$ cat config.mk
export PLATFORM = sky130hd
export DESIGN_NAME = dual_stack_shared_memory
export DESIGN_NICKNAME = d
export VERILOG_FILES = /design/src/design/dssm_pkg.sv /design/src/design/dssm_ram.sv /design/src/design/dual_stack_shared_memory.sv
export SDC_FILE = /design/constraint.sdc
export NUM_CORES = 1
export LEC_CHECK = 0
export BUFFER_PORTS_ARGS = -buffer_cell sky130_fd_sc_hd__buf_2
export CORE_MARGIN = 10
export CORE_UTILIZATION = 61
export DETAILED_ROUTE_END_ITERATION = 12
export PLACE_DENSITY = 0.8
export SKIP_LAST_GASP = 1
export SLEW_MARGIN = 10
export SYNTH_ARGS = -nofsm -noshare
export SYNTH_HDL_FRONTEND = slang
export SYNTH_SLANG_ARGS = --single-unit
$ cat constraint.sdc
create_clock -name clk -period 5.75 [get_ports clk]
set_input_delay 0.575 -clock clk [delete_from_list [all_inputs] [get_ports clk]]
set_output_delay 0.575 -clock clk [all_outputs]
set_load 0.005 [all_outputs]
$ cat src/design/dssm_pkg.sv
// Shared constants, codes and types for the dual stack shared memory block.
`timescale 1ns / 1ps

package dssm_pkg;

  localparam int DEPTH    = 16;
  localparam int WORD_W   = 32;
  localparam int ADDR_W   = $clog2(DEPTH);
  localparam int LEVEL_W  = $clog2(DEPTH + 1);
  localparam int ACTION_W = 3;
  localparam int STATUS_W = 2;

  localparam logic [ACTION_W-1:0] ACT_QUERY     = 3'd0;
  localparam logic [ACTION_W-1:0] ACT_PUSH_LOW  = 3'd1;
  localparam logic [ACTION_W-1:0] ACT_PUSH_HIGH = 3'd2;
  localparam logic [ACTION_W-1:0] ACT_POP_LOW   = 3'd3;
  localparam logic [ACTION_W-1:0] ACT_POP_HIGH  = 3'd4;

  localparam logic [STATUS_W-1:0] ST_DONE  = 2'd0;
  localparam logic [STATUS_W-1:0] ST_FULL  = 2'd1;
  localparam logic [STATUS_W-1:0] ST_EMPTY = 2'd2;

  localparam logic signed [WORD_W-1:0] EMPTY_TOP = {1'b1, {(WORD_W-1){1'b0}}};

  typedef enum logic {
    SEQ_IDLE,
    SEQ_POP_WAIT
  } seq_state_t;

endpackage

$ cat src/design/dssm_ram.sv
// Simple dual-port synchronous RAM: one write port, one registered read port.
`timescale 1ns / 1ps

module dssm_ram #(
  parameter int WIDTH = 32,
  parameter int DEPTH = 16,
  localparam int ADDR_W = $clog2(DEPTH)
) (
  input  logic              clk,
  input  logic              we,
  input  logic [ADDR_W-1:0] waddr,
  input  logic [WIDTH-1:0]  wdata,
  input  logic              re,
  input  logic [ADDR_W-1:0] raddr,
  output logic [WIDTH-1:0]  rdata
);

  logic [WIDTH-1:0] mem [DEPTH];

  always_ff @(posedge clk) begin
    if (we) begin
      mem[waddr] <= wdata;
    end
  end

  always_ff @(posedge clk) begin
    if (re) begin
      rdata <= mem[raddr];
    end
  end

endmodule

$ cat src/design/dual_stack_shared_memory.sv
// Top level: two LIFO stacks sharing one RAM, with the command sequencer.
`timescale 1ns / 1ps

// Channel    Handshake            Payload
// ---------  -------------------  -----------------------------------------------
// command    start & !busy        action, push_value
// result     done (one cycle)     status, low_top, high_top, low_count,
//                                 high_count, low_empty, high_empty, full_res
//
// A query, a push or a refused command never sets busy: its result strobes in
// the cycle after acceptance and a new item can be accepted in that same cycle.
// A pop that leaves entries behind passes through SEQ_POP_WAIT, since the new top
// must be read from the registered RAM read port; busy is high in that state.
// Reset empties both stacks; RAM contents are left as they are and are only
// read at entries a push has written. The receiver cannot stall the result.

module dual_stack_shared_memory (
  input  logic                                  clk,
  input  logic                                  rst,
  input  logic                                  start,
  input  logic [dssm_pkg::ACTION_W-1:0]         action,
  input  logic signed [dssm_pkg::WORD_W-1:0]    push_value,
  output logic                                  busy,
  output logic                                  done,
  output logic [dssm_pkg::STATUS_W-1:0]         status,
  output logic signed [dssm_pkg::WORD_W-1:0]    low_top,
  output logic signed [dssm_pkg::WORD_W-1:0]    high_top,
  output logic [dssm_pkg::LEVEL_W-1:0]          low_count,
  output logic [dssm_pkg::LEVEL_W-1:0]          high_count,
  output logic                                  low_empty,
  output logic                                  high_empty,
  output logic                                  full_res
);

  import dssm_pkg::*;

  seq_state_t state, state_next;

  // Stack levels and cached top words; the cache spares a RAM read on
  // every command except a pop that uncovers an older entry.
  logic [LEVEL_W-1:0]        low_level, low_level_next;
  logic [LEVEL_W-1:0]        high_level, high_level_next;
  logic signed [WORD_W-1:0]  low_word, low_word_next;
  logic signed [WORD_W-1:0]  high_word, high_word_next;
  logic [STATUS_W-1:0]       stat, stat_next;
  logic                      done_next;
  logic                      wait_low, wait_low_next;
  logic                      full_now;

  logic                      mem_we;
  logic [ADDR_W-1:0]         mem_waddr;
  logic [WORD_W-1:0]         mem_wdata;
  logic                      mem_re;
  logic [ADDR_W-1:0]         mem_raddr;
  logic [WORD_W-1:0]         mem_rdata;

  dssm_ram #(
    .WIDTH (WORD_W),
    .DEPTH (DEPTH)
  ) u_ram (
    .clk   (clk),
    .we    (mem_we),
    .waddr (mem_waddr),
    .wdata (mem_wdata),
    .re    (mem_re),
    .raddr (mem_raddr),
    .rdata (mem_rdata)
  );

  // Full when the two stacks meet; sum one bit wider to avoid wrap.
  assign full_now = ({1'b0, low_level} + {1'b0, high_level}) >= (LEVEL_W + 1)'(DEPTH);

  assign busy = (state == SEQ_POP_WAIT);

  always_ff @(posedge clk) begin
    if (rst) begin
      state      <= SEQ_IDLE;
      low_level  <= '0;
      high_level <= '0;
      low_word   <= EMPTY_TOP;
      high_word  <= EMPTY_TOP;
      done       <= 1'b0;
    end else begin
      state      <= state_next;
      low_level  <= low_level_next;
      high_level <= high_level_next;
      low_word   <= low_word_next;
      high_word  <= high_word_next;
      done       <= done_next;
    end
  end

  always_ff @(posedge clk) begin
    stat     <= stat_next;
    wait_low <= wait_low_next;
  end

  always_comb begin
    state_next      = state;
    low_level_next  = low_level;
    high_level_next = high_level;
    low_word_next   = low_word;
    high_word_next  = high_word;
    stat_next       = stat;
    wait_low_next   = wait_low;
    done_next       = 1'b0;
    mem_we          = 1'b0;
    mem_waddr       = '0;
    mem_wdata       = push_value;
    mem_re          = 1'b0;
    mem_raddr       = '0;

    unique case (state)
      SEQ_IDLE: begin
        if (start) begin
          done_next = 1'b1;
          stat_next = ST_DONE;
          case (action)
            ACT_PUSH_LOW: begin
              if (full_now) begin
                stat_next = ST_FULL;
              end else begin
                mem_we         = 1'b1;
                mem_waddr      = low_level[ADDR_W-1:0];
                low_level_next = low_level + LEVEL_W'(1);
                low_word_next  = push_value;
              end
            end
            ACT_PUSH_HIGH: begin
              if (full_now) begin
                stat_next = ST_FULL;
              end else begin
                mem_we          = 1'b1;
                mem_waddr       = ADDR_W'(DEPTH - 1) - high_level[ADDR_W-1:0];
                high_level_next = high_level + LEVEL_W'(1);
                high_word_next  = push_value;
              end
            end
            ACT_POP_LOW: begin
              if (low_level == '0) begin
                stat_next = ST_EMPTY;
              end else begin
                low_level_next = low_level - LEVEL_W'(1);
                if (low_level == LEVEL_W'(1)) begin
                  low_word_next = EMPTY_TOP;
                end else begin
                  // Fetch the uncovered top; hold the result back until the read data arrives.
                  mem_re        = 1'b1;
                  mem_raddr     = ADDR_W'(low_level - LEVEL_W'(2));
                  wait_low_next = 1'b1;
                  done_next     = 1'b0;
                  state_next    = SEQ_POP_WAIT;
                end
              end
            end
            ACT_POP_HIGH: begin
              if (high_level == '0) begin
                stat_next = ST_EMPTY;
              end else begin
                high_level_next = high_level - LEVEL_W'(1);
                if (high_level == LEVEL_W'(1)) begin
                  high_word_next = EMPTY_TOP;
                end else begin
                  mem_re        = 1'b1;
                  mem_raddr     = ADDR_W'(DEPTH - 1)
                                  - ADDR_W'(high_level - LEVEL_W'(2));
                  wait_low_next = 1'b0;
                  done_next     = 1'b0;
                  state_next    = SEQ_POP_WAIT;
                end
              end
            end
            default: begin
              // Query and unused codes: report only.
            end
          endcase
        end
      end
      SEQ_POP_WAIT: begin
        // Read data is valid now; refresh the cached top and report.
        if (wait_low) begin
          low_word_next = mem_rdata;
        end else begin
          high_word_next = mem_rdata;
        end
        done_next  = 1'b1;
        state_next = SEQ_IDLE;
      end
      default: begin
        state_next = SEQ_IDLE;
      end
    endcase
  end

  // Result fields come straight from the state registers, which hold the
  // post-command values during the strobe cycle.
  assign status     = stat;
  assign low_top    = low_word;
  assign high_top   = high_word;
  assign low_count  = low_level;
  assign high_count = high_level;
  assign low_empty  = (low_level == '0);
  assign high_empty = (high_level == '0);
  assign full_res   = full_now;

endmodule

==> impl_metrics.ini <==
[critical_path]
r2r-start = low_count[0]
crit_type = register to register
cpPeakStageDelay_ps = 760
critPathLaunchType = register
worstPathArrival_ps = 4550
critical-path-slowest-cell = nand3_1
crit_fanout = 17
required_ps = 6120
cp-end-kind = register
path_cells = inv_1, ha_1, or2_2, a211oi_1, nor2_1, nand3_1, buf_4, o221ai_1, a22o_1
crit_path_start = low_count[0]

[die]
die_w_um = 224.7
ios = 119
rows = 74
core_mm2 = 0.04111
design.die.area_mm2 = 0.05050
start_util_pct = 62.19
die_y_um = 224.7

[logic_synthesis]
netlist.area_leader.share_pct = 64.25
yosysTopAreaCell = edfxtp_1
syn_area_mm2 = 0.02556
synth_commonest_cells = 547 x edfxtp_1, 126 x a221oi_1, 98 x nor2_1
yosys-top-cells-area = edfxtp_1 64%, dfxtp_1 6.0%, a221oi_1 4.3%, mux2i_1 2.5%, o221ai_1 2.2%
synth_edf_count = 547
synth-simple-area-share_pct = 8.912
syn_inst = 1774
yosysSeqAreaShare_pct = 70.20
yosysMostFrequentCell = edfxtp_1
synthAdderAreaFrac_pct = 0.8320
synth_ff_type = edfxtp_1
yosysUniqueCellTypes = 57
synth_compound_area_share_pct = 14.26
synth_top_family_by_area = compound AO/OA/AOI/OAI gates
ys_async_sr_fraction_pct = 0
synthMuxAreaShare_pct = 2.545
yosys_warnings = 0
avgSynthCellArea_um2 = 14.41
synth-xor-area-share_pct = 0.3426
synth_nets = 1829
synth-seq-cells = 623

[pwr]
ir_drop_mv = 0.2548
p_leak_nw = 10.07
p_per_area_mw_per_mm2 = 326.3
p_total_w = 0.009358

[routing]
drc = 0
drt_iter0_drc = 2399
first_pass_iters = 5
routed_wl_mm = 71.82
antenna_left = 0
routed_via_density = 7.195
vias = 17376
wl_per_cell_um = 29.74

[clocking]
cts_tree = yes
numCtsBuffers = 59
clock_sinks = 623
cts.path.max_buffers = 3
htree_levels = 2
clk_pin_slew_ps = 60
post_cts_buffers = 0
cts_resized = 0
hold_buffers = 0
ctsRootBufferMaster = clkbuf_16
insertion_delay_ps = 620

[flow_run]
cap_viol_max_count = 0

[layout]
fillers = 2634
seqCellArea_mm2 = 0.01795
nets = 1894
multi_input_area_mm2 = 0.007104
synthToLayoutAreaGrowth_pct = 12.17
drive_above_1_share_pct = 15.57
fin_util_pct = 69.76
final_cells = 2415

[placement]
routabilityCongestion = 0.8805
dp_slack_ps = 1780
numPlacedInstances = 2308
numPortBuffers = 118
hpwl_mm = 38.93

[grt]
grt_max_degree = 77
grt_remaining_overflow = 0
first_global_vias = 17236
grt_usage_pct = 27.94
grt_pass1_wl_mm = 106.7
antenna_found_initial = 0

[timing]
post-route-period-util_pct = 72.82
worst_slew_pin_slew_ps = 1335
slew_violations = 0
hold_viol = 0
clock.fmax_mhz = 238.8
clock_skew_ps = 24.77
rsz0062_at_grt = false
fin_setup_tns_ps = 0
setup_violations = 0
layout_min_cycle_time_ps = 4187
slew_headroom_pct = 10.82
setup_ws_ps = 1563

[hold_path]
hold_path_class = input pin to register
min_from = start

[outcome]
status = complete, no violations
-- final cells by class --
class                      count  area share [%]
sequential                   623           62.59
multi-input combinational    984           24.77
clock buffer                  79           5.768
timing repair buffer         160           3.429
tap                          532           2.321
clock inverter                25          0.9555
inverter                      11          0.1527
antenna                        1        0.008726
-- critical path, delay by kind of cell (launching register included) --
| kind | cells | cell delay [ps] |
|---|---|---|
| simple gates | 3 | 1340 |
| compound gates | 3 | 1110 |
| flops | 1 | 540 |
| buf+inv | 2 | 640 |
| fa+ha+maj | 1 | 280 |
-- final timing paths --
| path | to | slack (ps) | depth (start not counted) |
|---|---|---|---|
| max | u_ram.rdata[11] | 1560 | 9 |
| min | done | 220 | 3 |
| max reg2reg | u_ram.rdata[11] | 1560 | 9 |
| min reg2reg | low_top[31] | 480 | 2 |
-- layout by cell type, fill, tap and decap left out, types with 5 or more instances in the layout --
cell type  count
clkbuf_8       6
nand2b_1       5
nor2_4        17
o221ai_1      64
nor3_1        66
clkinv_1       7
clkinv_2      10
dfxtp_1       75
o31ai_1       64
a211oi_1      67
bufinv_16      6
and3_1        65
a221oi_1     126
a21oi_1       18
o21ai_4        5
mux2i_1       65
buf_2        118
xnor2_1       10
inv_1         10
ha_1          17
clkbuf_16     61
or3_1         70
o21ai_0       33
clkbuf_1      12
a22o_1        33
nand3_1        9
nand2_1       25
o21ai_1       35
buf_4         37
and2_1        64
nor2_1        80
edfxtp_1     547
-- through the flow --
step / area (µm²) / hold slack [ps]
after CTS: 28620 / 203.9
after detailed placement: 26690 / 465.4
final: 28680 / 221.6
after global routing: 28670 / 229.6
after floorplan: 25560 / 463.4
after global placement: 26690 / 453.0
-- cell families (layout without fill, tap and decap cells) --
| kind of cell | count (synthesis) | after routing |
|---|---|---|
| muxes | 65 | 65 |
| AOI/OAI and AO/OA | 471 | 471 |
| adders and majority gates | 17 | 17 |
| xor gates and xnor gates | 10 | 10 |
| buffers and inverters | 167 | 275 |
| DFF | 623 | 623 |
| other | 0 | 1 |
| and+or+nand+nor | 421 | 421 |
-- registers in the layout, summed over array words and instances, names as in the netlist --
signal       flops
status           2
u_ram.rdata     32
high_top        32
low_count        5
done             1
low_top         32
high_count       5
busy             1
wait_low         1
u_ram.mem      512
-- power by group --
group	internal [W]	switching (W)
logic	0.000133	0.000320
registers	0.00499	0.0000353
clock network	0.00227	0.00161
-- routing by layer --
metal	GRT usage (%)	wire (µm)	vias up
li1	-	-	7285
met1	36.22	25820	8486
met2	44.45	33900	1382
met3	7.482	9573	223
met4	10.90	2535	0
met5	0	0	-
Note: power is estimated with default switching activity, not from simulation.
